[src/sv/overwriting_byte_ring_buffer_defines.svh]
// Assertion macros for the overwriting byte ring buffer.
`ifndef OVERWRITING_BYTE_RING_BUFFER_DEFINES_SVH
`define OVERWRITING_BYTE_RING_BUFFER_DEFINES_SVH

`ifndef NO_ASSERTIONS

// Same-cycle implication, disabled in reset.
`define OBRB_ASSERT_IMP(label, clk, rstn, ante, cons) \
  label: assert property (@(posedge clk) disable iff (!rstn) (ante) |-> (cons)) \
    else $error("obrb: implication check failed");

// Next-cycle implication, disabled in reset.
`define OBRB_ASSERT_NXT(label, clk, rstn, ante, cons) \
  label: assert property (@(posedge clk) disable iff (!rstn) (ante) |=> (cons)) \
    else $error("obrb: next-cycle check failed");

`else

`define OBRB_ASSERT_IMP(label, clk, rstn, ante, cons)
`define OBRB_ASSERT_NXT(label, clk, rstn, ante, cons)

`endif

`endif

[src/sv/obrb_pkg.sv]
// Shared types and constants for the overwriting byte ring buffer.
package obrb_pkg;

  localparam int DEFAULT_DEPTH = 256;
  localparam int MAX_SLOTS     = 256;
  localparam int DATA_W        = 8;
  localparam int KIND_W        = 2;
  localparam int CFG_W         = 9;
  localparam int COUNT_W       = 8;
  localparam int MIN_SLOTS     = 2;

  typedef enum logic [KIND_W-1:0] {
    OP_PUSH  = 2'd0,
    OP_POP   = 2'd1,
    OP_PEEK  = 2'd2,
    OP_FLUSH = 2'd3
  } op_kind_e;

  typedef enum logic {
    ST_IDLE = 1'b0,
    ST_EXEC = 1'b1
  } ctrl_state_e;

  // controller -> datapath
  typedef struct packed {
    logic load;  // capture operation on the input transfer
    logic exec;  // carry out the captured operation this cycle
  } obrb_cmd_t;

endpackage

[src/sv/obrb_ram.sv]
// Generic single-write, single-read RAM with registered read data.
module obrb_ram #(
  parameter int WIDTH = 8,
  parameter int DEPTH = 256
) (
  input  logic                     clk_i,
  input  logic                     we_i,
  input  logic [$clog2(DEPTH)-1:0] waddr_i,
  input  logic [WIDTH-1:0]         wdata_i,
  input  logic [$clog2(DEPTH)-1:0] raddr_i,
  output logic [WIDTH-1:0]         rdata_o
);

  logic [WIDTH-1:0] mem_q [DEPTH];
  logic [WIDTH-1:0] rdata_q;

  always_ff @(posedge clk_i) begin
    if (we_i) begin
      mem_q[waddr_i] <= wdata_i;
    end
    rdata_q <= mem_q[raddr_i];
  end

  assign rdata_o = rdata_q;

endmodule

[src/sv/obrb_ctrl.sv]
// Control state machine: accepts an operation and sequences its execution.
module obrb_ctrl import obrb_pkg::*; (
  input  logic      clk_i,
  input  logic      rst_ni,
  input  logic      start_i,
  output logic      busy_o,
  output obrb_cmd_t cmd_o
);

  ctrl_state_e state_q, state_d;

  always_ff @(posedge clk_i or negedge rst_ni) begin
    if (!rst_ni) begin
      state_q <= ST_IDLE;
    end else begin
      state_q <= state_d;
    end
  end

  always_comb begin
    state_d    = state_q;
    busy_o     = 1'b0;
    cmd_o.load = 1'b0;
    cmd_o.exec = 1'b0;
    case (state_q)
      ST_IDLE: begin
        if (start_i) begin
          cmd_o.load = 1'b1;
          state_d    = ST_EXEC;
        end
      end
      ST_EXEC: begin
        // head slot read data is valid now
        busy_o     = 1'b1;
        cmd_o.exec = 1'b1;
        state_d    = ST_IDLE;
      end
      default: begin
        state_d = ST_IDLE;
      end
    endcase
  end

endmodule

[src/sv/obrb_dp.sv]
// Datapath: byte store, head/tail pointers, size register and result registers.
module obrb_dp import obrb_pkg::*; #(
  parameter int DEPTH = DEFAULT_DEPTH
) (
  input  logic               clk_i,
  input  logic               rst_ni,
  input  obrb_cmd_t          cmd_i,
  input  logic [KIND_W-1:0]  kind_i,
  input  logic [DATA_W-1:0]  data_in_i,
  input  logic               cfg_we_i,
  input  logic [CFG_W-1:0]   cfg_wdata_i,
  output logic               result_valid_o,
  output logic [DATA_W-1:0]  data_out_o,
  output logic               was_empty_o,
  output logic               dropped_o,
  output logic [COUNT_W-1:0] count_o,
  output logic               now_empty_o,
  output logic               now_full_o
);

  localparam int SLOTS = (DEPTH < MAX_SLOTS) ? DEPTH : MAX_SLOTS;
  localparam int IDX_W = $clog2(SLOTS);
  localparam int SZ_W  = $clog2(SLOTS + 1);

  logic [IDX_W-1:0]   head_q, head_d, tail_q, tail_d;
  logic [SZ_W-1:0]    size_q, size_d;
  op_kind_e           kind_q;
  logic [DATA_W-1:0]  data_q;
  logic [DATA_W-1:0]  rd_data;
  logic               mem_we;
  logic               valid_q;
  logic [DATA_W-1:0]  data_out_q, data_out_d;
  logic               was_empty_q, was_empty_d;
  logic               dropped_q, dropped_d;
  logic [SZ_W-1:0]    cnt;
  logic [COUNT_W-1:0] count_q;
  logic               now_empty_q, now_full_q;
  logic               is_empty;
  logic [IDX_W-1:0]   tail_adv, head_adv;

  function automatic logic [IDX_W-1:0] advance(input logic [IDX_W-1:0] idx,
                                               input logic [SZ_W-1:0]  size);
    logic [SZ_W-1:0] n;
    n = SZ_W'(idx) + SZ_W'(1);
    return (n >= size) ? '0 : IDX_W'(n);
  endfunction

  obrb_ram #(
    .WIDTH (DATA_W),
    .DEPTH (SLOTS)
  ) u_ram (
    .clk_i   (clk_i),
    .we_i    (mem_we),
    .waddr_i (tail_q),
    .wdata_i (data_q),
    .raddr_i (head_q),
    .rdata_o (rd_data)
  );

  // clamp the written size into [2, SLOTS]
  always_comb begin
    if (cfg_wdata_i < CFG_W'(MIN_SLOTS)) begin
      size_d = SZ_W'(MIN_SLOTS);
    end else if (cfg_wdata_i > CFG_W'(SLOTS)) begin
      size_d = SZ_W'(SLOTS);
    end else begin
      size_d = SZ_W'(cfg_wdata_i);
    end
  end

  assign is_empty = (head_q == tail_q);
  assign tail_adv = advance(tail_q, size_q);
  assign head_adv = advance(head_q, size_q);

  always_comb begin
    head_d      = head_q;
    tail_d      = tail_q;
    mem_we      = 1'b0;
    data_out_d  = '0;
    was_empty_d = 1'b0;
    dropped_d   = 1'b0;
    case (kind_q)
      OP_PUSH: begin
        // full: drop the oldest byte before storing
        if (tail_adv == head_q) begin
          head_d    = head_adv;
          dropped_d = 1'b1;
        end
        mem_we = cmd_i.exec;
        tail_d = tail_adv;
      end
      OP_POP, OP_PEEK: begin
        if (is_empty) begin
          was_empty_d = 1'b1;
        end else begin
          data_out_d = rd_data;
          if (kind_q == OP_POP) begin
            head_d = head_adv;
          end
        end
      end
      OP_FLUSH: begin
        head_d = '0;
        tail_d = '0;
      end
      default: begin
        head_d = head_q;
      end
    endcase
  end

  always_comb begin
    if (tail_d >= head_d) begin
      cnt = SZ_W'(tail_d) - SZ_W'(head_d);
    end else begin
      cnt = size_q - SZ_W'(head_d) + SZ_W'(tail_d);
    end
  end

  always_ff @(posedge clk_i or negedge rst_ni) begin
    if (!rst_ni) begin
      head_q  <= '0;
      tail_q  <= '0;
      size_q  <= SZ_W'(SLOTS);
      valid_q <= 1'b0;
    end else begin
      valid_q <= cmd_i.exec;
      if (cfg_we_i) begin
        size_q <= size_d;
        head_q <= '0;
        tail_q <= '0;
      end else if (cmd_i.exec) begin
        head_q <= head_d;
        tail_q <= tail_d;
      end
    end
  end

  always_ff @(posedge clk_i) begin
    if (cmd_i.load) begin
      kind_q <= op_kind_e'(kind_i);
      data_q <= data_in_i;
    end
    if (cmd_i.exec) begin
      data_out_q  <= data_out_d;
      was_empty_q <= was_empty_d;
      dropped_q   <= dropped_d;
      count_q     <= COUNT_W'(cnt);
      now_empty_q <= (cnt == '0);
      now_full_q  <= (cnt == size_q - SZ_W'(1));
    end
  end

  assign result_valid_o = valid_q;
  assign data_out_o     = data_out_q;
  assign was_empty_o    = was_empty_q;
  assign dropped_o      = dropped_q;
  assign count_o        = count_q;
  assign now_empty_o    = now_empty_q;
  assign now_full_o     = now_full_q;

endmodule

[src/sv/overwriting_byte_ring_buffer.sv]
// Top level of the overwriting byte ring buffer.
//
//  channel   handshake                    payload
//  -------   --------------------------   --------------------------------------------
//  command   start (in), busy (out)       kind_i, data_in_i
//  result    result_valid_o, one cycle    data_out_o, was_empty_o, dropped_o, count_o,
//                                         now_empty_o, now_full_o
//  config    cfg_we_i                     cfg_wdata_i (queue size, clamped to 2..slots)
//
// In each operation the transfer cycle issues the head-slot read, and the next (busy)
// cycle uses the registered read data and updates the pointers. The result strobe
// follows in the cycle after the busy one; the next command can already be taken.
// Reset empties the buffer and sets the size to the full slot count; the store itself
// is not cleared. A size write also empties the buffer. Results cannot be stalled.
`include "overwriting_byte_ring_buffer_defines.svh"

module overwriting_byte_ring_buffer import obrb_pkg::*; #(
  parameter int DEPTH = DEFAULT_DEPTH
) (
  input  logic               clk_i,
  input  logic               rst_ni,
  input  logic               start,
  output logic               busy,
  input  logic [KIND_W-1:0]  kind_i,
  input  logic [DATA_W-1:0]  data_in_i,
  input  logic               cfg_we_i,
  input  logic [CFG_W-1:0]   cfg_wdata_i,
  output logic               result_valid_o,
  output logic [DATA_W-1:0]  data_out_o,
  output logic               was_empty_o,
  output logic               dropped_o,
  output logic [COUNT_W-1:0] count_o,
  output logic               now_empty_o,
  output logic               now_full_o
);

  obrb_cmd_t cmd;

  obrb_ctrl u_ctrl (
    .clk_i   (clk_i),
    .rst_ni  (rst_ni),
    .start_i (start),
    .busy_o  (busy),
    .cmd_o   (cmd)
  );

  obrb_dp #(
    .DEPTH (DEPTH)
  ) u_dp (
    .clk_i          (clk_i),
    .rst_ni         (rst_ni),
    .cmd_i          (cmd),
    .kind_i         (kind_i),
    .data_in_i      (data_in_i),
    .cfg_we_i       (cfg_we_i),
    .cfg_wdata_i    (cfg_wdata_i),
    .result_valid_o (result_valid_o),
    .data_out_o     (data_out_o),
    .was_empty_o    (was_empty_o),
    .dropped_o      (dropped_o),
    .count_o        (count_o),
    .now_empty_o    (now_empty_o),
    .now_full_o     (now_full_o)
  );

  // a transfer always leads into exactly one busy cycle, then one result
  `OBRB_ASSERT_NXT(a_accept_busy, clk_i, rst_ni, start && !busy, busy)
  `OBRB_ASSERT_NXT(a_busy_result, clk_i, rst_ni, busy, result_valid_o && !busy)
  // capacity is at least one byte, so empty and full never coincide
  `OBRB_ASSERT_IMP(a_empty_full, clk_i, rst_ni, result_valid_o,
                   !(now_empty_o && now_full_o))
  `OBRB_ASSERT_IMP(a_drop_full, clk_i, rst_ni, result_valid_o && dropped_o, now_full_o)

endmodule
[config.mk]
export PLATFORM = sky130hd
export DESIGN_NAME = overwriting_byte_ring_buffer
export DESIGN_NICKNAME = d
export VERILOG_FILES = /design/src/sv/obrb_pkg.sv /design/src/sv/obrb_ram.sv /design/src/sv/obrb_ctrl.sv /design/src/sv/obrb_dp.sv /design/src/sv/overwriting_byte_ring_buffer.sv
export VERILOG_INCLUDE_DIRS = /design/src /design/src/sv
export SDC_FILE = /design/constraint.sdc
export NUM_CORES = 2
export LEC_CHECK = 0
export BUFFER_PORTS_ARGS = -buffer_cell sky130_fd_sc_hd__buf_2
export CAP_MARGIN = 20
export CORE_MARGIN = 1.5
export CORE_UTILIZATION = 63
export DETAILED_ROUTE_END_ITERATION = 8
export GPL_ROUTABILITY_DRIVEN = 1
export PLACE_DENSITY = 0.8
export SETUP_SLACK_MARGIN = 0.02
export SYNTH_ARGS = -nofsm -noshare
export SYNTH_HDL_FRONTEND = slang
export SYNTH_SLANG_ARGS = --single-unit
[constraint.sdc]
create_clock -name clk_i -period 8.4 [get_ports clk_i]
set_input_delay 1.26 -clock clk_i [delete_from_list [all_inputs] [get_ports clk_i]]
set_output_delay 1.26 -clock clk_i [all_outputs]
set_load 0.01 [all_outputs]
# [Yosys cells after proc, flatten, opt, wreduce, memory -nomap -nowiden]
# Memory sizes are Yosys's and may differ from the RTL's. A register that Yosys moved wholly into a read port is not among the register bits.
# Cells that the tools add are included.
[word_totals] ram_bits=2048 output_inout_bits=22 reg_bits=57 in_bits=23 wordCells=61 n_memories=1
[mem_list] memory="u_dp.u_ram.mem_q" words=256 word_bits=8 read_ports=1 rd_ports_with_merged_regs=1 write_ports=1 line_no="obrb_ram.sv:14" text="logic [WIDTH-1:0] mem_q [DEPTH];"
[op_classes] n_bitwise=2 n_addsub=6 muxes=23 order_cmp=5 n_reduce_logical=5 eq_ne=6
[op_table] op="2-to-1 mux 8 bit" n=9
[op_table] op="2-to-1 mux 9 bit" n=3
[op_table] op="case mux 8 bit (3 select lines)" n=1
[op_table] op="adder 8 x 1 -> 9 bit (second input constant)" n=2
[op_table] op="greater-or-equal comparator 9 bit" n=2
[op_table] op="equality test 8 bit" n=2
[op_table] op="case mux 8 bit (2 select lines)" n=1
[op_table] op="adder 9 x 8 -> 9 bit" n=1
[op_table] op="equality test 9 bit" n=1
[op_table] op="> comparator 9 bit (second input constant)" n=1
[op_table] op="zero test 9 bit" n=1
[op_table] op="less-than comparator 9 x 2 -> 1 bit (second input constant)" n=1
[op_table] op="subtractor 8 x 8 -> 9 bit" n=1
[op_table] op="subtractor 9 x 1 -> 9 bit (second input constant)" n=1
[op_table] op="subtractor 9 x 8 -> 9 bit" n=1
[op_table] op="greater-or-equal comparator 8 bit" n=1
[op_table] op="2-to-1 mux 1 bit" n=8
[op_table] op="equality test 2 bit (second input constant)" n=2
[op_table] op="OR reduction 2 bit" n=2
[op_table] op="equality test 2 x 1 -> 1 bit (second input constant)" n=1
[op_table] op="zero test 2 bit" n=1
[op_table] op="inverter 1 bit" n=2
[op_table] op="case mux 1 bit (2 select lines)" n=1
[op_table] op="nonzero test 2 bit" n=1

# [Longest topological paths before layout]
[depth] depth_word=10 ltp_mapped=28 depth_no_buf=26

# [Hierarchy]
# A second synthesis with hierarchy kept.
[hier_totals] hier_cells=4283 hier_area_um2=84568.6
[modules_own_cells] mod="obrb_ram" seq_area_each_um2=61659.1 instances=1 area_each_um2=79556.3 cells_each=3733
[modules_own_cells] mod="obrb_dp" seq_area_each_um2=1552.7 instances=1 area_each_um2=4958.5 cells_each=546
[modules_own_cells] mod="obrb_ctrl" seq_area_each_um2=25.0 instances=1 area_each_um2=53.8 cells_each=4

# [Worst setup path after synthesis]
# No wires, ideal clock.
[synth_timing] path_kind="register -> register" start="register u_dp.tail_q[0]" end="register u_dp.now_full_q, in the netlist u_dp.now_full_o (data pin)" t_arrival_ns=6.219 synth_period_minus_slack_ns=6.478 setup_time_ns=0.259 required_time_ns=8.141 path_stages_with_launch=29 path_slack_ns=1.922 n_path_buf=3 cell_sequence="dfrtp_1 > buf_2 > and4_1 > and3_1 > buf_2 > xor2_1 > ha_1 > nand4_1 > nor2_1 > a211o_1 > or4b_1 > o211ai_1 > nand4_1 > a22o_1 > clkbuf_1 > mux2_2 > ha_1 > inv_1 > ha_1 > fa_1 > a21o_1 > a21oi_1 > nor2b_1 > o311ai_0 > o211ai_1 > mux2i_1 > xnor2_1 > mux2i_1 > nor4_1"
[synth_via] elab_chain_len=10 elab_cells_between_ends=15 cone_classes="add/sub: 4; order compare: 2; eq/ne: 3; mux: 6"
[synth_rtl] item="start, declared" line_no="obrb_dp.sv:25" text="logic [IDX_W-1:0] head_q, head_d, tail_q, tail_d;"
[synth_rtl] item="start signal, assigned" line_no="obrb_dp.sv:134" text="tail_q <= tail_d;"
[synth_rtl] item="adder 8 x 1 -> 9 bit" line_no="obrb_dp.sv:44" text="n = SZ_W'(idx) + SZ_W'(1);"
[synth_rtl] item="greater-or-equal comparator 9 bit" line_no="obrb_dp.sv:45" text="return (n >= size) ? '0 : IDX_W'(n);"
[synth_rtl] item="2-to-1 mux 8 bit" line_no="obrb_dp.sv:45"
[synth_rtl] item="equality test 8 bit" line_no="obrb_dp.sv:85" text="if (tail_adv == head_q) begin"
[synth_rtl] item="2-to-1 mux 8 bit" line_no="obrb_dp.sv:85"
[synth_rtl] item="case mux 8 bit (3 select lines)" line_no="obrb_dp.sv:82" text="case (kind_q)"
[synth_rtl] item="subtractor 9 x 8 -> 9 bit" line_no="obrb_dp.sv:116" text="cnt = size_q - SZ_W'(head_d) + SZ_W'(tail_d);"
[synth_rtl] item="adder 9 x 8 -> 9 bit" line_no="obrb_dp.sv:116"
[synth_rtl] item="2-to-1 mux 9 bit (*)" line_no="obrb_dp.sv:113" text="if (tail_d >= head_d) begin"
[synth_rtl] item="net u_dp.cnt[6]" line_no="obrb_dp.sv:35" text="logic [SZ_W-1:0] cnt;"
[synth_rtl] item="equality test 9 bit (*)" line_no="obrb_dp.sv:150" text="now_full_q <= (cnt == size_q - SZ_W'(1));"
[synth_rtl] item="end signal, assigned" line_no="obrb_dp.sv:150"
[synth_rtl] item="end, declared" line_no="obrb_dp.sv:37" text="logic now_empty_q, now_full_q;"
# The timed path passes the listed nets; every way through them passes the cells marked *.
# A chain may end at the register's enable or synchronous reset.

# [Worst setup path in the final report]
# Ends and elaborated chain as after synthesis.

==> impl_metrics.toml <==
[outcome]
status = "finished clean"

[worst_setup_path]
arrival_ns = 7.98
crit_fanout = 11
slowest_delay_ns = 0.57
r2r_start = "u_dp.tail_q[0]$_DFFE_PN0P_"
cp_slowest_cell = "dfrtp_1"
endpoint = "u_dp.now_full_o$_DFFE_PP_"
reg2reg_slack_ns = 0.97
crit_path_frequent_cell = "ha_1"
cp.depth = 26
critical_path.top_delay_family = "compound AO/OA/AOI/OAI gates"
criticalPathCategory = "flop to flop"
required_ns = 8.95
cp_num_buf_inv = 1
startpoint_type = "flop"
worstRegToRegCells = 26
r2r-end = "u_dp.now_full_o$_DFFE_PP_"
end_kind = "flop"
setup.worst_path.start = "u_dp.tail_q[0]$_DFFE_PN0P_"

[sta]
setup_viol = 0
period_share_pct = 88.5
worst_slew_margin_rel_pct = 0.220
fin_hold_ws_ns = 0.488
min_period_ns = 7.43
worst_pin_slew_ns = 1.50
rsz0062_at_grt = "false"
hold_viol = 0
setup_tns_ns = 0
fin_skew_ns = 0.0557
finalMaxSlewViolations = 0
max_freq_ghz = 0.135

[yosys]
async_reset_ff_share_pct = 1.28
postSynthCellCount = 3757
ys.flop_type = "edfxtp_1"
synth.area.top_cells = "edfxtp_1, mux4_2, nor2_1, dfrtp_1, ha_1"
syn_area_sq_um = 83700
netlist.area_leader.share_pct = 74.6
seq_area_frac_synth_pct = 75.6
ys_warn_count = 0
synth_top_cell_by_area = "edfxtp_1"
synth.avg_cell_area_sq_um = 22.3
synth_edf_count = 2078
synth.distinct_cells = 63
synth_nets = 3832
synth-seq-cells = 2113

[finish]
drive_above_1_share_pct = 27.8
final_cell_mix = "edfxtp_1, mux4_2, nor2_1"
multi_input_area_sq_um = 19400
area_growth_pct = 10.6
nFillCells = 7165
seq_area_sq_um = 63300
finalNetCount = 3927
final_common_cell = "edfxtp_1"

[clocking]
cts_buffer_depth = 3
postCtsHoldBufs = 0
htreeDepth = 4
cts-root-buf = "clkbuf_16"
cts_tree = "done"
postCtsSetupBuffers = 0
numCtsBuffers = 197
cts.sinks = 2113
insertion_delay_ns = 0.85
path_clk_slew_ns = 0.06
cts_resized = 0

[power_and_ir_drop]
p_per_area_nw_per_um2 = 236
p_total_w = 0.0218
ir_worst_vdd_mv = 0.201
leakage_nw = 27.9

[die]
die_area_sq_um = 135000
die_x_microns = 367
coreArea_sq_um = 132000
floorplan.initialDensity_pct = 63.6
die_h_microns = 367
placementRows = 133
ioPinCount = 45

[placement]
port_buffers = 44
post-dp-hpwl_microns = 110000
gp_congestion = 0.861

[detailed_routing]
detail-route-antenna-nets = 0
drt_pass1_iterations = 6
avgViaCountPerCell = 7.26
drt-initial-drc-count = 6551
drc = 0
routed_wl_microns = 218000
wl_per_cell_microns = 37.8
route.vias.total = 41900

[global_routing]
grt-busiest-layer = "met2"
grt_antenna_before_repair = 13
gr-usage-met2_pct = 50.9
grt_max_degree = 256
grtUsageMet1_pct = 44.1
gr-usage-met3_pct = 7.56
grt_pass1_vias = 42200
grt_pass1_wl_microns = 310000
overflow = 0
track_usage_pct = 32.5

[min_path]
hp-class = "input port to asynchronous set/reset pin"

[run]
drv_cap = 0
## stage by stage
| step | util, % | area, sq um | std cells | setup slack (ns) |
|---|---|---|---|---|
| after floorplan | - | 83700 | 3757 | 1.92 |
| after global placement | 65.1 | 85700 | 5400 | 1.23 |
| after detailed placement | 65.1 | 85700 | 5400 | 1.04 |
| after CTS | 70.2 | 92400 | 5770 | 0.989 |
| after global routing | 70.3 | 92500 | 5778 | 0.519 |
| final | 70.3 | 92600 | 5781 | 0.967 |
## layer usage
metal | part of all wire (%) | up-vias
met3 | 11 | 640
met4 | 5.5 | 10
met2 | 49 | 3392
met1 | 34 | 21900
met5 | 0.033 | -
li1 | - | 16000
## layout make-up
type / instances / share of cell area [%]
Inverter: 47 / 0.191
Clock buffer: 221 / 5.47
Sequential cell: 2113 / 68.3
Multi-Input combinational cell: 1382 / 20.9
Timing Repair Buffer: 111 / 1.01
Tap cell: 1755 / 2.37
Clock inverter: 149 / 1.68
Antenna cell: 3 / 0.00811
## worst min-delay path by stage
stage | endpoint | slack (ns) | start
after floorplan | u_dp.data_out_o[0]$_SDFFCE_PP0P_ | 0.51 | u_dp.u_ram.rdata_o[0]$_DFF_P_
after global routing | u_dp.size_q[6]$_DFFE_PN0P_ | 0.52 | rst_ni
after global placement | u_dp.u_ram.mem_q[44][4]$_DFFE_PP_ | 0.56 | u_dp.data_q[4]$_DFFE_PP_
final | u_dp.size_q[4]$_DFFE_PN0P_ | 0.49 | rst_ni
after CTS | u_dp.tail_q[0]$_DFFE_PN0P_ | 0.47 | rst_ni
after detailed placement | u_dp.u_ram.mem_q[44][4]$_DFFE_PP_ | 0.55 | u_dp.data_q[4]$_DFFE_PP_
## synthesized netlist by cell type (all sizes together), types with 12 or more instances
master	instances
a211oi	12
xnor2	19
dfrtp	26
nor2	303
mux4	680
edfxtp	2078
buf	85
nand3	26
ha	43
xor2	18
inv	47
nand2	57
nor3	17
clkbuf	130
and3	20
o21ai	30
a21oi	29
## flip-flops by register name (all words and copies together) (netlist names), 8 cells and up
name / flops
u_dp.count_o: 8
u_dp.tail_q: 8
u_dp.u_ram.rdata_o: 8
u_dp.head_q: 8
u_dp.u_ram.mem_q: 2048
u_dp.data_q: 8
u_dp.size_q: 9
u_dp.data_out_o: 8
## kinds of logic (layout without fill, tap and decap cells)
logic type                 count (synthesis)  count (layout)  share of synthesized area [%]
other                                      0               3                              0
adders and majority gates                 52              52                          0.858
AOI/OAI and AO/OA                        127             127                           1.00
and+or+nand+nor                          476             476                           2.45
DFF                                     2113            2113                           75.6
muxes                                    689             689                           18.4
xor gates and xnor gates                  38              38                          0.414
buffers and inverters                    262             528                           1.27
## worst reg2reg max path, delay by kind of cell (launching register included)
family                   cells  cell delay, ns
XOR/XNOR                     1            0.18
AND/OR/NAND/NOR              7            1.73
adder cells (fa/ha/maj)      5            1.56
multiplexers                 3            0.83
buffers and inverters        1            0.06
flip-flops                   1            0.57
AO/OA/AOI/OAI                9            2.18
## report_power, final
part | internal (W) | switching (W) | leakage (nW) | total (W)
clock | 0.00517 | 0.00411 | 3.25 | 0.00928
sequential | 0.0116 | 0.0000308 | 19.1 | 0.0116
combinational | 0.000325 | 0.000597 | 5.59 | 0.000922
No activity file was read; power rests on OpenSTA's default activity.
